**src/rtl/mcf_pkg.sv**
```systemverilog
package mcf_pkg;

  // command codes of an input word
  localparam logic [1:0] CMD_FEEDBACK = 2'd0;
  localparam logic [1:0] CMD_SET      = 2'd1;
  localparam logic [1:0] CMD_SEND     = 2'd2;

  // result kinds
  localparam logic KIND_REPORT = 1'b0;
  localparam logic KIND_FRAME  = 1'b1;

  // map layout
  localparam int MAP_W   = 56;
  localparam int ENTRY_W = 7;

  // feedback identifier bases
  localparam logic [10:0] FB_BASE_T0 = 11'h204;
  localparam logic [10:0] FB_BASE    = 11'h200;

  // command frame identifiers
  localparam logic [10:0] FRAME_ID_0 = 11'h200;
  localparam logic [10:0] FRAME_ID_1 = 11'h1FF;
  localparam logic [10:0] FRAME_ID_2 = 11'h2FF;

  // drive limits per motor type
  localparam logic [15:0] LIM_T0 = 16'd30000;
  localparam logic [15:0] LIM_T1 = 16'd16384;
  localparam logic [15:0] LIM_T2 = 16'd10000;

  // half-turn threshold for wrap detection, counts per turn as a shift
  localparam logic signed [16:0] HALF_TURN  = 17'sd4096;
  localparam int                 TURN_SHIFT = 13;

  typedef enum logic [2:0] {
    ST_IDLE,
    ST_FB_SCAN,
    ST_FB_UPD,
    ST_FB_OUT,
    ST_SET,
    ST_SEND_SCAN,
    ST_SEND_OUT
  } state_e;

  // commands from controller to datapath
  typedef struct packed {
    logic cap_in;
    logic scan_clr;
    logic scan_inc;
    logic fb_update;
    logic load_miss;
    logic load_report;
    logic set_drive;
    logic send_acc;
    logic emit_frame;
  } ctrl_cmd_t;

  // status from datapath to controller
  typedef struct packed {
    logic scan_last;
    logic fb_match;
    logic any_active;
    logic one_active;
  } dp_stat_t;

  // slot counts as used with the used bit set and an id of 1..8
  function automatic logic entry_used(input logic [ENTRY_W-1:0] e);
    return e[6] && (e[3:0] != 4'd0) && (e[3:0] <= 4'd8);
  endfunction

  function automatic logic [10:0] fb_id(input logic [ENTRY_W-1:0] e);
    logic [10:0] r;
    if (e[5:4] == 2'd0) begin
      r = FB_BASE_T0 + 11'(e[3:0]);
    end else begin
      r = FB_BASE + 11'(e[3:0]);
    end
    return r;
  endfunction

  function automatic logic [15:0] drive_limit(input logic [1:0] t);
    logic [15:0] r;
    unique case (t)
      2'd1:    r = LIM_T1;
      2'd2:    r = LIM_T2;
      default: r = LIM_T0;
    endcase
    return r;
  endfunction

  // frame index 0..2: ids 5..8 move one frame up, type 0 one more
  function automatic logic [1:0] frame_of(input logic [ENTRY_W-1:0] e);
    logic [1:0] f;
    f = (e[3:0] <= 4'd4) ? 2'd0 : 2'd1;
    if (e[5:4] == 2'd0) begin
      f = f + 2'd1;
    end
    return f;
  endfunction

  // 16-bit lane within the frame, lane 0 in bits 63:48
  function automatic logic [1:0] lane_of(input logic [ENTRY_W-1:0] e);
    logic [3:0] m;
    m = e[3:0] - 4'd1;
    return m[1:0];
  endfunction

  function automatic logic [10:0] frame_id(input logic [1:0] f);
    logic [10:0] r;
    unique case (f)
      2'd1:    r = FRAME_ID_1;
      2'd2:    r = FRAME_ID_2;
      default: r = FRAME_ID_0;
    endcase
    return r;
  endfunction

endpackage

```
**src/rtl/mcf_ctrl.sv**
```systemverilog
module mcf_ctrl (
  input  logic                 clk_i,
  input  logic                 rst_ni,
  input  logic                 start,
  input  logic [1:0]           command_i,
  input  mcf_pkg::dp_stat_t    stat_i,
  output mcf_pkg::ctrl_cmd_t   cmd_o,
  output logic                 busy
);

  mcf_pkg::state_e state_q, state_d;

  // state register
  always_ff @(posedge clk_i or negedge rst_ni) begin
    if (!rst_ni) begin
      state_q <= mcf_pkg::ST_IDLE;
    end else begin
      state_q <= state_d;
    end
  end

  // next state
  always_comb begin
    state_d = state_q;
    unique case (state_q)
      mcf_pkg::ST_IDLE: begin
        if (start) begin
          priority if (command_i == mcf_pkg::CMD_FEEDBACK) begin
            state_d = mcf_pkg::ST_FB_SCAN;
          end else if (command_i == mcf_pkg::CMD_SET) begin
            state_d = mcf_pkg::ST_SET;
          end else if (command_i == mcf_pkg::CMD_SEND) begin
            state_d = mcf_pkg::ST_SEND_SCAN;
          end else begin
            state_d = mcf_pkg::ST_IDLE;
          end
        end
      end
      mcf_pkg::ST_FB_SCAN: begin
        if (stat_i.fb_match) begin
          state_d = mcf_pkg::ST_FB_UPD;
        end else if (stat_i.scan_last) begin
          state_d = mcf_pkg::ST_IDLE;
        end
      end
      mcf_pkg::ST_FB_UPD:    state_d = mcf_pkg::ST_FB_OUT;
      mcf_pkg::ST_FB_OUT:    state_d = mcf_pkg::ST_IDLE;
      mcf_pkg::ST_SET:       state_d = mcf_pkg::ST_IDLE;
      mcf_pkg::ST_SEND_SCAN: begin
        if (stat_i.scan_last) begin
          state_d = mcf_pkg::ST_SEND_OUT;
        end
      end
      mcf_pkg::ST_SEND_OUT: begin
        if (!stat_i.any_active || stat_i.one_active) begin
          state_d = mcf_pkg::ST_IDLE;
        end
      end
      default: state_d = mcf_pkg::ST_IDLE;
    endcase
  end

  // datapath commands
  always_comb begin
    cmd_o = '0;
    busy  = 1'b1;
    unique case (state_q)
      mcf_pkg::ST_IDLE: begin
        busy           = 1'b0;
        cmd_o.cap_in   = start;
        cmd_o.scan_clr = start;
      end
      mcf_pkg::ST_FB_SCAN: begin
        cmd_o.load_miss = !stat_i.fb_match && stat_i.scan_last;
        cmd_o.scan_inc  = !stat_i.fb_match && !stat_i.scan_last;
      end
      mcf_pkg::ST_FB_UPD:  cmd_o.fb_update   = 1'b1;
      mcf_pkg::ST_FB_OUT:  cmd_o.load_report = 1'b1;
      mcf_pkg::ST_SET:     cmd_o.set_drive   = 1'b1;
      mcf_pkg::ST_SEND_SCAN: begin
        cmd_o.send_acc = 1'b1;
        cmd_o.scan_inc = !stat_i.scan_last;
      end
      mcf_pkg::ST_SEND_OUT: cmd_o.emit_frame = stat_i.any_active;
      default: busy = 1'b1;
    endcase
  end

endmodule

```
**src/rtl/mcf_datapath.sv**
```systemverilog
module mcf_datapath #(
  parameter int SLOTS = 8
) (
  input  logic                       clk_i,
  input  logic                       rst_ni,
  input  logic                       cfg_we_i,
  input  logic [mcf_pkg::MAP_W-1:0]  cfg_wdata_i,
  input  logic [10:0]                frame_id_i,
  input  logic [63:0]                frame_data_i,
  input  logic [2:0]                 slot_i,
  input  logic signed [15:0]         drive_value_i,
  input  mcf_pkg::ctrl_cmd_t         cmd_i,
  output mcf_pkg::dp_stat_t          stat_o,
  output logic                       valid_o,
  output logic                       kind_o,
  output logic                       hit_o,
  output logic [2:0]                 hit_slot_o,
  output logic [15:0]                encoder_o,
  output logic signed [45:0]         position_o,
  output logic signed [15:0]         speed_rpm_o,
  output logic signed [15:0]         motor_current_o,
  output logic [7:0]                 temperature_o,
  output logic [31:0]                report_count_o,
  output logic [10:0]                out_id_o,
  output logic [63:0]                out_data_o,
  output logic                       last_o
);

  localparam int SlotW = (SLOTS > 1) ? $clog2(SLOTS) : 1;

  logic [mcf_pkg::MAP_W-1:0] map_q;

  // per-slot state
  logic [15:0] last_enc_q [SLOTS];
  logic [31:0] turn_q     [SLOTS];
  logic        seen_q     [SLOTS];
  logic [31:0] fcnt_q     [SLOTS];
  logic [15:0] drive_q    [SLOTS];

  // captured input word
  logic [10:0]        fid_q;
  logic [63:0]        fdata_q;
  logic [2:0]         slot_q;
  logic signed [15:0] dval_q;

  logic [SlotW-1:0] cnt_q;

  // frame assembly
  logic [63:0] data_q [3];
  logic [2:0]  active_q;

  logic [mcf_pkg::ENTRY_W-1:0] cur_entry, set_entry;
  logic                        cur_used, set_ok;
  logic [SlotW-1:0]            set_idx;
  logic [15:0]                 ecd;
  logic signed [16:0]          diff;
  logic [31:0]                 turn_next;
  logic signed [16:0]          lim, dv_ext;
  logic [15:0]                 clamp_val;
  logic [1:0]                  f_acc, lane_acc, f_emit;
  logic signed [45:0]          pos_calc;

  // slot under the scan pointer
  assign cur_entry = map_q[mcf_pkg::ENTRY_W*int'(cnt_q) +: mcf_pkg::ENTRY_W];
  assign cur_used  = mcf_pkg::entry_used(cur_entry);

  assign stat_o.scan_last  = (cnt_q == SlotW'(SLOTS - 1));
  assign stat_o.fb_match   = cur_used && (fid_q == mcf_pkg::fb_id(cur_entry));
  assign stat_o.any_active = |active_q;
  assign stat_o.one_active = (active_q == 3'b001) || (active_q == 3'b010) ||
                             (active_q == 3'b100);

  // wrap tracking for the matched slot
  assign ecd  = fdata_q[63:48];
  assign diff = $signed({1'b0, ecd}) - $signed({1'b0, last_enc_q[cnt_q]});
  always_comb begin
    turn_next = turn_q[cnt_q];
    if (seen_q[cnt_q]) begin
      if (diff > mcf_pkg::HALF_TURN) begin
        turn_next = turn_q[cnt_q] - 32'd1;
      end else if (diff < -mcf_pkg::HALF_TURN) begin
        turn_next = turn_q[cnt_q] + 32'd1;
      end
    end
  end

  // multi-turn position from stored turn count
  assign pos_calc = $signed({turn_q[cnt_q][31], turn_q[cnt_q],
                             {mcf_pkg::TURN_SHIFT{1'b0}}}) +
                    $signed({30'd0, last_enc_q[cnt_q]});

  // set command: slot check and clamp
  assign set_entry = map_q[mcf_pkg::ENTRY_W*int'(slot_q) +: mcf_pkg::ENTRY_W];
  assign set_ok    = ({1'b0, slot_q} < 4'(SLOTS)) && mcf_pkg::entry_used(set_entry);
  assign set_idx   = slot_q[SlotW-1:0];
  assign lim       = $signed({1'b0, mcf_pkg::drive_limit(set_entry[5:4])});
  assign dv_ext    = 17'(dval_q);
  always_comb begin
    if (dv_ext > lim) begin
      clamp_val = lim[15:0];
    end else if (dv_ext < -lim) begin
      clamp_val = 16'(-lim);
    end else begin
      clamp_val = dv_ext[15:0];
    end
  end

  // frame placement of the scanned slot, lowest pending frame to emit
  assign f_acc    = mcf_pkg::frame_of(cur_entry);
  assign lane_acc = mcf_pkg::lane_of(cur_entry);
  always_comb begin
    priority if (active_q[0]) begin
      f_emit = 2'd0;
    end else if (active_q[1]) begin
      f_emit = 2'd1;
    end else begin
      f_emit = 2'd2;
    end
  end

  // configuration register
  always_ff @(posedge clk_i or negedge rst_ni) begin
    if (!rst_ni) begin
      map_q <= '0;
    end else if (cfg_we_i) begin
      map_q <= cfg_wdata_i;
    end
  end

  // slot table, cleared per slot when its map entry changes
  always_ff @(posedge clk_i or negedge rst_ni) begin
    if (!rst_ni) begin
      for (int k = 0; k < SLOTS; k++) begin
        last_enc_q[k] <= '0;
        turn_q[k]     <= '0;
        seen_q[k]     <= 1'b0;
        fcnt_q[k]     <= '0;
        drive_q[k]    <= '0;
      end
    end else begin
      for (int k = 0; k < SLOTS; k++) begin
        if (cfg_we_i && (cfg_wdata_i[mcf_pkg::ENTRY_W*k +: mcf_pkg::ENTRY_W] !=
                         map_q[mcf_pkg::ENTRY_W*k +: mcf_pkg::ENTRY_W])) begin
          last_enc_q[k] <= '0;
          turn_q[k]     <= '0;
          seen_q[k]     <= 1'b0;
          fcnt_q[k]     <= '0;
          drive_q[k]    <= '0;
        end else begin
          if (cmd_i.fb_update && (cnt_q == SlotW'(k))) begin
            last_enc_q[k] <= ecd;
            turn_q[k]     <= turn_next;
            seen_q[k]     <= 1'b1;
            fcnt_q[k]     <= fcnt_q[k] + 32'd1;
          end
          if (cmd_i.set_drive && set_ok && (set_idx == SlotW'(k))) begin
            drive_q[k] <= clamp_val;
          end
        end
      end
    end
  end

  // input capture
  always_ff @(posedge clk_i) begin
    if (cmd_i.cap_in) begin
      fid_q   <= frame_id_i;
      fdata_q <= frame_data_i;
      slot_q  <= slot_i;
      dval_q  <= drive_value_i;
    end
  end

  // slot scan pointer
  always_ff @(posedge clk_i or negedge rst_ni) begin
    if (!rst_ni) begin
      cnt_q <= '0;
    end else if (cmd_i.scan_clr) begin
      cnt_q <= '0;
    end else if (cmd_i.scan_inc) begin
      cnt_q <= cnt_q + SlotW'(1);
    end
  end

  // pending command frames
  always_ff @(posedge clk_i or negedge rst_ni) begin
    if (!rst_ni) begin
      active_q <= '0;
    end else if (cmd_i.scan_clr) begin
      active_q <= '0;
    end else if (cmd_i.send_acc && cur_used) begin
      active_q[f_acc] <= 1'b1;
    end else if (cmd_i.emit_frame) begin
      active_q[f_emit] <= 1'b0;
    end
  end

  // frame payloads, later slots overwrite a shared lane
  always_ff @(posedge clk_i) begin
    if (cmd_i.scan_clr) begin
      for (int f = 0; f < 3; f++) begin
        data_q[f] <= '0;
      end
    end else if (cmd_i.send_acc && cur_used) begin
      data_q[f_acc][16*(3-int'(lane_acc)) +: 16] <= drive_q[cnt_q];
    end
  end

  // result strobe
  always_ff @(posedge clk_i or negedge rst_ni) begin
    if (!rst_ni) begin
      valid_o <= 1'b0;
    end else begin
      valid_o <= cmd_i.load_miss || cmd_i.load_report || cmd_i.emit_frame;
    end
  end

  // result word
  always_ff @(posedge clk_i) begin
    if (cmd_i.load_miss || cmd_i.load_report || cmd_i.emit_frame) begin
      kind_o          <= cmd_i.emit_frame ? mcf_pkg::KIND_FRAME : mcf_pkg::KIND_REPORT;
      hit_o           <= cmd_i.load_report;
      hit_slot_o      <= '0;
      encoder_o       <= '0;
      position_o      <= '0;
      speed_rpm_o     <= '0;
      motor_current_o <= '0;
      temperature_o   <= '0;
      report_count_o  <= '0;
      out_id_o        <= '0;
      out_data_o      <= '0;
      last_o          <= 1'b1;
      if (cmd_i.load_report) begin
        hit_slot_o      <= 3'(cnt_q);
        encoder_o       <= last_enc_q[cnt_q];
        position_o      <= pos_calc;
        speed_rpm_o     <= fdata_q[47:32];
        motor_current_o <= fdata_q[31:16];
        temperature_o   <= fdata_q[15:8];
        report_count_o  <= fcnt_q[cnt_q];
      end
      if (cmd_i.emit_frame) begin
        out_id_o   <= mcf_pkg::frame_id(f_emit);
        out_data_o <= data_q[f_emit];
        last_o     <= stat_o.one_active;
      end
    end
  end

endmodule

```
**src/rtl/motor_can_feedback_and_command.sv**
```systemverilog
// Motor slot table with feedback decoding and command frame packing. A word is taken on
// start while busy is low and results leave as single-cycle strobes on valid_o, which
// the receiver cannot hold off; last_o marks the final result of a word. Timing is set
// by the slot walk, which visits one slot per cycle: a set command occupies a single
// state; a feedback frame matching slot k walks slots 0 to k, then updates that slot
// and loads its report; a frame matching no slot walks every slot and reports a miss;
// a send walks every slot to pack frames, then strobes the pending frames back to
// back in identifier order 0x200, 0x1FF, 0x2FF. cfg_we_i may be pulsed only while idle;
// a slot whose map entry changes has its tracking state and drive value cleared.
module motor_can_feedback_and_command #(
  parameter int SLOTS = 8
) (
  input  logic                      clk_i,
  input  logic                      rst_ni,
  input  logic                      cfg_we_i,
  input  logic [mcf_pkg::MAP_W-1:0] cfg_wdata_i,
  input  logic                      start,
  output logic                      busy,
  input  logic [1:0]                command_i,
  input  logic [10:0]               frame_id_i,
  input  logic [63:0]               frame_data_i,
  input  logic [2:0]                slot_i,
  input  logic signed [15:0]        drive_value_i,
  output logic                      valid_o,
  output logic                      kind_o,
  output logic                      hit_o,
  output logic [2:0]                hit_slot_o,
  output logic [15:0]               encoder_o,
  output logic signed [45:0]        position_o,
  output logic signed [15:0]        speed_rpm_o,
  output logic signed [15:0]        motor_current_o,
  output logic [7:0]                temperature_o,
  output logic [31:0]               report_count_o,
  output logic [10:0]               out_id_o,
  output logic [63:0]               out_data_o,
  output logic                      last_o
);

  mcf_pkg::ctrl_cmd_t ctrl_cmd;
  mcf_pkg::dp_stat_t  dp_stat;

  // sequencer
  mcf_ctrl u_ctrl (
    .clk_i     (clk_i),
    .rst_ni    (rst_ni),
    .start     (start),
    .command_i (command_i),
    .stat_i    (dp_stat),
    .cmd_o     (ctrl_cmd),
    .busy      (busy)
  );

  // slot table and result registers
  mcf_datapath #(
    .SLOTS (SLOTS)
  ) u_datapath (
    .clk_i           (clk_i),
    .rst_ni          (rst_ni),
    .cfg_we_i        (cfg_we_i),
    .cfg_wdata_i     (cfg_wdata_i),
    .frame_id_i      (frame_id_i),
    .frame_data_i    (frame_data_i),
    .slot_i          (slot_i),
    .drive_value_i   (drive_value_i),
    .cmd_i           (ctrl_cmd),
    .stat_o          (dp_stat),
    .valid_o         (valid_o),
    .kind_o          (kind_o),
    .hit_o           (hit_o),
    .hit_slot_o      (hit_slot_o),
    .encoder_o       (encoder_o),
    .position_o      (position_o),
    .speed_rpm_o     (speed_rpm_o),
    .motor_current_o (motor_current_o),
    .temperature_o   (temperature_o),
    .report_count_o  (report_count_o),
    .out_id_o        (out_id_o),
    .out_data_o      (out_data_o),
    .last_o          (last_o)
  );

  // a feedback word yields exactly one report
  assert property (@(posedge clk_i) disable iff (!rst_ni)
    valid_o && (kind_o == mcf_pkg::KIND_REPORT) |-> last_o)
    else $error("feedback report without last");

  // the last result of a word is never directly followed by another result
  assert property (@(posedge clk_i) disable iff (!rst_ni)
    valid_o && last_o |=> !valid_o)
    else $error("result strobe right after last word");

  // a known command occupies the block
  assert property (@(posedge clk_i) disable iff (!rst_ni)
    start && !busy && ((command_i == mcf_pkg::CMD_FEEDBACK) ||
                       (command_i == mcf_pkg::CMD_SET) ||
                       (command_i == mcf_pkg::CMD_SEND)) |=> busy)
    else $error("accepted command did not raise busy");

  // command frames carry a valid identifier and no hit
  assert property (@(posedge clk_i) disable iff (!rst_ni)
    valid_o && (kind_o == mcf_pkg::KIND_FRAME) |->
      !hit_o && ((out_id_o == mcf_pkg::FRAME_ID_0) ||
                 (out_id_o == mcf_pkg::FRAME_ID_1) ||
                 (out_id_o == mcf_pkg::FRAME_ID_2)))
    else $error("malformed command frame");

endmodule
```
**config.mk**
```make
export PLATFORM = sky130hd
export DESIGN_NAME = motor_can_feedback_and_command
export DESIGN_NICKNAME = d
export VERILOG_FILES = /design/src/rtl/mcf_pkg.sv /design/src/rtl/mcf_ctrl.sv /design/src/rtl/mcf_datapath.sv /design/src/rtl/motor_can_feedback_and_command.sv
export SDC_FILE = /design/constraint.sdc
export NUM_CORES = 2
export LEC_CHECK = 0
export BUFFER_PORTS_ARGS = -buffer_cell sky130_fd_sc_hd__clkbuf_2
export CAP_MARGIN = 40
export CORE_ASPECT_RATIO = 1.5
export CORE_UTILIZATION = 45
export CTS_BUF_LIST = sky130_fd_sc_hd__clkbuf_16
export DETAILED_ROUTE_END_ITERATION = 10
export PLACE_DENSITY = 0.7
export RECOVER_POWER = 25
export SLEW_MARGIN = 20
export SYNTH_ARGS = -nofsm -noshare
export SYNTH_HDL_FRONTEND = slang
export SYNTH_SLANG_ARGS = --single-unit
export TNS_END_PERCENT = 30
```
**constraint.sdc**
```tcl
create_clock -name clk_i -period 22.1 [get_ports clk_i]
set_input_delay 4.42 -clock clk_i [delete_from_list [all_inputs] [get_ports clk_i]]
set_output_delay 4.42 -clock clk_i [all_outputs]
set_load 0.01 [all_outputs]
```
Yosys cells after proc, flatten, opt, wreduce, memory -nomap -nowiden
Memory sizes are Yosys's and may differ from the RTL's. A register that Yosys moved wholly into a read port is not among the register bits.
Index checks and enable logic that the tools add are counted.
{"block": "word_totals", "regBits": 1087, "ram_bits": 192, "in_bits": 156, "out_inout_bits": 217, "word_cells": 360, "memories": 1}
{"block": "classes", "addsub": 20, "mul": 2, "order_cmp": 12, "n_eq_ne": 42, "n_shift": 4, "mux": 143, "bitwise": 4, "n_reduce_logical": 72}
{"name": "u_datapath.data_q", "words": 3, "word_bits": 64, "rd": 1, "rd_clocked_by_memory_dff": 1, "write_ports": 3, "line_no": "mcf_datapath.sv:49", "rtl": "logic [63:0] data_q [3];"}
{"op": "$mux W32", "n": 39}
{"op": "$mux W16", "n": 38}
{"op": "$add A32 B1 Y32 const B", "n": 9}
{"op": "$bmux W32 S3", "n": 2}
{"op": "$mux W64", "n": 3}
{"op": "$bmux W16 S3", "n": 2}
{"op": "$reduce_or A64 Y1", "n": 1}
{"op": "$shift A16 B33 Y64 const A", "n": 1}
{"op": "$shiftx A16 B33 Y64", "n": 1}
{"op": "$ne A7 B7 Y1", "n": 8}
{"op": "$shiftx A56 B32 Y7", "n": 1}
{"op": "$shiftx A56 B7 Y7", "n": 1}
{"op": "$add A45 B17 Y46", "n": 1}
{"op": "$mux W3", "n": 13}
{"op": "$eq A3 B3 Y1 const B", "n": 12}
{"op": "$logic_and A1 B1 Y1", "n": 35}
{"op": "$reduce_bool A2 Y1", "n": 17}
{"op": "$mux W1", "n": 33}
{"op": "$neg A32 Y33", "n": 1}
{"op": "$sub A32 B1 Y32 const B", "n": 1}
{"op": "$pmux W15 S2", "n": 1}
{"op": "$add A10 B4 Y11 const A", "n": 2}
{"op": "$eq A3 B2 Y1 const B", "n": 7}
{"op": "$pmux W10 S2", "n": 1}
{"op": "other kinds (41)", "n": 69}

Depth between registers and ports, before layout
{"block": "depth", "depth_word": 13, "depth_mapped": 26, "mapped_depth_nobuf": 17}

Hierarchy
A second synthesis with hierarchy kept.
{"block": "unflattened", "cells_unflattened": 6317, "hier_area_um2": 66511.3}
{"module": "mcf_datapath", "n_inst": 1, "cells_each": 6276, "area_each_um2": 66159.7, "seq_area_each_um2": 35168.7}
{"module": "mcf_ctrl", "n_inst": 1, "cells_each": 41, "area_each_um2": 351.6, "seq_area_each_um2": 75.1}

Worst setup path after synthesis
OpenSTA, ideal clock, no wires.
{"block": "synth_timing", "path_kind": "register -> register", "from": "reg u_datapath.cnt_q[0]", "to": "reg u_datapath.valid_o", "setup_ps": 1558, "arrival_ps": 17039, "t_required_ps": 20542, "path_slack_ps": 3504, "stages_incl_launch_ff": 18, "path_buffers": 6, "period_less_slack_ps": 18596, "path_cell_list": "dfrtp_1 buf_6 buf_6 buf_6 buf_12 buf_12 buf_12 mux4_2 mux2i_1 inv_1 ha_1 xor2_1 nor3_1 a31oi_1 nor4_1 nand2_1 a21oi_1 o31ai_1"}
{"block": "synth_between", "elab_chain_cells": 11, "word_cells_on_any_way": 18, "cone_classes": "add/sub (2); mul (1); order compare (1); eq/ne (2); shift (1); mux (2); reduce/logical (9)"}
{"element": "start: declaration", "line_no": "mcf_datapath.sv:46", "rtl": "logic [SlotW-1:0] cnt_q;"}
{"element": "start signal: assignment", "line_no": "mcf_datapath.sv:181", "rtl": "cnt_q <= cnt_q + SlotW'(1);"}
{"element": "$mul A3 B3 Y6", "line_no": "mcf_datapath.sv:64", "rtl": "assign cur_entry = map_q[mcf_pkg::ENTRY_W*int'(cnt_q) +: mcf_pkg::ENTRY_W];"}
{"element": "$shiftx A56 B7 Y7", "line_no": "mcf_datapath.sv:64"}
{"element": "$add A10 B4 Y11, or another cell as far along", "line_no": "mcf_pkg.sv:75", "rtl": "r = FB_BASE + 11'(e[3:0]);"}
{"element": "$mux W11 / $logic_and A1 B1 Y1 (equally long branches)", "line_no": "mcf_pkg.sv:72, mcf_pkg.sv:67"}
{"element": "$eq A11 B11 Y1 / $logic_and A1 B1 Y1 (equally long branches)", "line_no": "mcf_datapath.sv:68, mcf_pkg.sv:67"}
{"element": "$logic_and A1 B1 Y1", "line_no": "mcf_datapath.sv:68", "rtl": "assign stat_o.fb_match = cur_used && (fid_q == mcf_pkg::fb_id(cur_entry));"}
{"element": "$logic_not A1 Y1", "line_no": "mcf_ctrl.sv:74", "rtl": "cmd_o.load_miss = !stat_i.fb_match && stat_i.scan_last;"}
{"element": "$logic_and A1 B1 Y1 *", "line_no": "mcf_ctrl.sv:74"}
{"element": "$mux W1 *", "line_no": "mcf_ctrl.sv:67", "rtl": "unique case (state_q)"}
{"element": "$logic_or A1 B1 Y1 * (2 in a row)", "line_no": "mcf_datapath.sv:214", "rtl": "valid_o <= cmd_i.load_miss || cmd_i.load_report || cmd_i.emit_frame;"}
{"element": "end signal: assignment", "line_no": "mcf_datapath.sv:214"}
{"element": "end: declaration", "line_no": "mcf_datapath.sv:14", "rtl": "output logic valid_o,"}
Every way passes the cells marked *; elsewhere a longest branch is shown, timed or not.
A chain may end at the register's enable or synchronous reset.

Final worst setup path
{"block": "layout_timing", "from": "reg u_datapath.cnt_q[1]", "to": "reg u_datapath.turn_q[146] (netlist bit)"}
{"block": "layout_between", "elab_chain_cells": 11, "word_cells_on_any_way": 23, "cone_classes": "add/sub (3); order compare (2); eq/ne (1); mux (14); bitwise (1); reduce/logical (2)"}
{"element": "$not A3 Y4 (implied by the code)"}
{"element": "$bmux W16 S3", "line_no": "mcf_datapath.sv:75", "rtl": "assign diff = $signed({1'b0, ecd}) - $signed({1'b0, last_enc_q[cnt_q]});"}
{"element": "$mux W16 (implied by the code) (2 in a row)", "line_no": "mcf_datapath.sv:75"}
{"element": "$sub A16 B16 Y17", "line_no": "mcf_datapath.sv:75"}
{"element": "$lt A17 B13 Y1", "line_no": "mcf_datapath.sv:81", "rtl": "end else if (diff < -mcf_pkg::HALF_TURN) begin"}
{"element": "$mux W32", "line_no": "mcf_datapath.sv:81"}
{"element": "$mux W32", "line_no": "mcf_datapath.sv:79", "rtl": "if (diff > mcf_pkg::HALF_TURN) begin"}
{"element": "$mux W32", "line_no": "mcf_datapath.sv:78", "rtl": "if (seen_q[cnt_q]) begin"}
{"element": "$mux W32", "line_no": "mcf_datapath.sv:150", "rtl": "if (cmd_i.fb_update && (cnt_q == SlotW'(k))) begin"}
{"element": "$mux W32", "line_no": "mcf_datapath.sv:142", "rtl": "if (cfg_we_i && (cfg_wdata_i[mcf_pkg::ENTRY_W*k +: mcf_pkg::ENTRY_W] !="}
{"element": "end signal: indexed assignment", "line_no": "mcf_datapath.sv:152", "rtl": "turn_q[k] <= turn_next;"}
{"element": "end: declaration", "line_no": "mcf_datapath.sv:35", "rtl": "logic [31:0] turn_q [SLOTS];"}
Several ways; a longest one is shown, not always the timed one. The select of a mux whose other input is x is not followed.

==> run metrics <==
RSZ-0062 raised after global routing=false; Critical Path AT=13.18 ns; CP startpoint=u_datapath.cnt_q[1]; Hold Slack=between 0.5 and 0.6 ns; Syn Inst Count=roughly 5,900; max cap viols=16; clock-pin transition on the worst setup and hold timing paths=0.06 ns; Setup TNS Final=0 ns; fmax=79.5 MHz; vias in the first global route=~48,000; row count=169; Final Core Density=around 51%; post-route design area=72,200 um^2; main flop type after synthesis=dfrtp_1; Period Utilization, post-route=56.9%; Die X=between 300 and 400 um; Vias=about 47,000; crit path max fanout=44; critical path required time=about 23 ns; Syn Area/Cell=11.0 um^2; failing checks=capacitance limit, slew limit; GR Util All Layers=between 20% and 30%; worst rel slew slack=-318%; worst r2r src=u_datapath.cnt_q[1]; Peak VDD IR=around 0.086 mV; Area Growth Syn to Fin=12.0%; Mapped Area=64,500 um^2; asr flop ratio synth=between 60% and 70%; share of the synthesized area in the top cell type=around 33%; Num Clock Sinks=between 1,000 and 1,500; CTS tree=yes; biggest area consumer among synthesized cells=dfrtp_1; Worst-Margin Slew=roughly 6.3 ns; largest cells by area after synthesis=dfrtp_1, edfxtp_1, mux4_2; final setup fails=0; Final Wtd Congestion=roughly 0.95; GR Overflow Total=0; final hold vios=0; Initial Util=about 45%; Min-Delay Path Class=reg2reg; #FFs+latches synth=1,314; Num CTS Buffers=about 120; htree depth=3; Via-to-Cell Ratio=5.87; cts repair resizes=0; CP Launch Type=register; CP endpoint=u_datapath.turn_q[146]; Top Ports=between 300 and 400; Leak Pwr=28.4 nW; largest net degree at the start of global routing=156; initial drt markers=~4,300; Distinct cells, synth=95; final wirelength=approximately 180 mm; wire per inst=~23 um; status=finished, violations left; die area=between 100,000 and 150,000 um^2; clock root buffer=clkbuf_16; clk_lat worst skew=0.78 ns; DRC violations left=0; Post-synth EDFFs=472; Clock Tree Buf Depth=3; dpl cell area=68,200 um^2; Pre-antenna DRT Iters=8; final setup skew=approximately 0.056 ns; slack of the worst reg-to-reg path=about 9.5 ns; chip height=between 400 and 500 um; worst reg-to-reg path cell count=10; Nets=6,327; RR Endpoint=u_datapath.turn_q[146]; first-pass GRT wire length=about 280 mm; initial antenna violation count=3; Post-CTS Hold Buffers=0; total power=between 6 and 7 mW; worst hold start=u_datapath.seen_q[7]; CP Class=reg2reg; Yosys warnings=0; I/O Buffers=roughly 360; Critical Path End Type=register; minimum clock period=12.58 ns; hpwl dp=about 120 mm; sequential element share of the synthesized area=a little over half; core area=between 100,000 and 150,000 um^2; layout cells sized above 1=15.9%; number of antenna-violating nets in the routed design=0; Slew Limit Fails=745; PwrDens=slightly below 90 nW/um^2; Post-CTS Setup Bufs=0; syn_nets=6,120
## cells in the final DEF, fill, tap and decap left out, types with 19 or more instances in the layout
cell type and n:
dfrtp_1 840, a211oi_1 198, or2_2 29, o32ai_1 19, nor2_1 1038, clkbuf_16 126, buf_4 72, edfxtp_1 472
a21oi_1 333, o21ai_0 76, and3_1 57, xor2_1 211, mux2i_1 240, o211ai_1 33, and2_1 40, clkbuf_2 347
ha_1 74, nand2_1 712, nor3_1 86, or4_1 25, mux4_2 191, and2_0 33, nand4_1 60, o22ai_1 31
inv_1 100, nand2b_1 26, nand3_1 126, xnor2_1 126, clkbuf_1 32, mux2_2 71, or3_1 51
## routing by layer
metal  vias to the layer above  global-route usage, %  part of all wire, %  routed length, um
met4                         0                   13.9                  5.5              10200
li1                      21200                      -                    -                  -
met3                       483                   3.43                  6.5              12000
met5                         -                      0                    0                  0
met2                      2049                   44.3                   51              93700
met1                     23800                   29.8                   37              68600
## cell usage after synthesis, types with 51 or more instances
cell type	instances
or3_1	51
inv_1	56
nor2_1	1038
ha_1	74
nand3_1	129
mux2_2	71
buf_1	52
xor2_1	211
nor3_1	86
nand2_1	712
and3_1	63
a211oi_1	198
mux2i_1	240
nand4_1	60
clkbuf_1	277
edfxtp_1	472
xnor2_1	126
a21oi_1	333
o21ai_0	75
mux4_2	191
dfrtp_1	842
and2_1	75
## worst max-delay path: stages (launching register included)
cell,delay [ns]
dfrtp_1,1.17
clkbuf_1,2.42
clkbuf_1,1.94
clkinvlp_2,2.86
mux2i_2,1.33
o41ai_1,0.31
or3b_1,0.57
or2_1,0.33
o32ai_1,0.56
xor2_1,0.65
o22ai_1,0.19
## final cells by class
cell class | instances | area [um^2]
inverters | 59 | 226
clock buffers | 126 | 3150
flip-flops and latches | 1314 | 35300
diodes | 2 | 5.00
well taps | 1881 | 2350
multi-input cells | 4111 | 27300
clock inverters | 106 | 776
repair buffers | 488 | 3160
fillers | 12300 | 69700
## cells by family (layout without fill, tap and decap cells)
kind of cell	Yosys count	in the layout	share of synthesized area (%)
simple gates	2380	2380	16.2
flops	1314	1314	54.6
compound gates	800	800	7.87
mux	516	516	12.1
buf+inv	463	779	3.14
xor+xnor	337	337	4.58
fa+ha+maj	77	77	1.51
other cells	1	3	0.00581
## worst min-delay path by stage
stage	to	slack (ns)	depth (start not counted)
2_1_floorplan	u_datapath.seen_q[1]	0.46	2
5_1_grt	u_datapath.last_enc_q[78]	0.53	2
3_5_place_dp	u_datapath.seen_q[6]	0.48	2
4_1_cts	u_datapath.seen_q[7]	0.50	2
6_report	u_datapath.seen_q[7]	0.50	2
3_3_place_gp	u_datapath.seen_q[6]	0.47	2
## registers in the layout (all words and copies together), names as in the netlist, 8 cells and up
| name | count |
|---|---|
| u_datapath.data_q | 192 |
| u_datapath.drive_q | 128 |
| u_datapath.dval_q | 16 |
| u_datapath.fcnt_q | 256 |
| u_datapath.fdata_q | 56 |
| u_datapath.fid_q | 11 |
| u_datapath.last_enc_q | 128 |
| u_datapath.map_q | 56 |
| u_datapath.motor_current_o | 16 |
| u_datapath.out_data_o | 64 |
| u_datapath.position_o | 46 |
| u_datapath.report_count_o | 32 |
| u_datapath.seen_q | 8 |
| u_datapath.speed_rpm_o | 16 |
| u_datapath.temperature_o | 8 |
| u_datapath.turn_q | 256 |
## power breakdown
part	leakage [nW]	switching (mW)	internal, mW	total, mW
Sequential	16.0	0.125	2.70	2.83
Clock	2.09	0.960	1.14	2.10
Combinational	10.2	0.995	0.530	1.53
Total	28.4	2.08	4.37	6.45
## through the flow
| step | cells | setup slack, ns |
|---|---|---|
| finish | 8087 | 9.52 |
| global route | 8086 | 8.15 |
| CTS | 8069 | 15.18 |
| detailed placement | 7837 | 14.39 |
| global placement | 7809 | 13.20 |
| floorplan | 5888 | 3.50 |
Note: power is estimated with default switching activity, not from simulation.
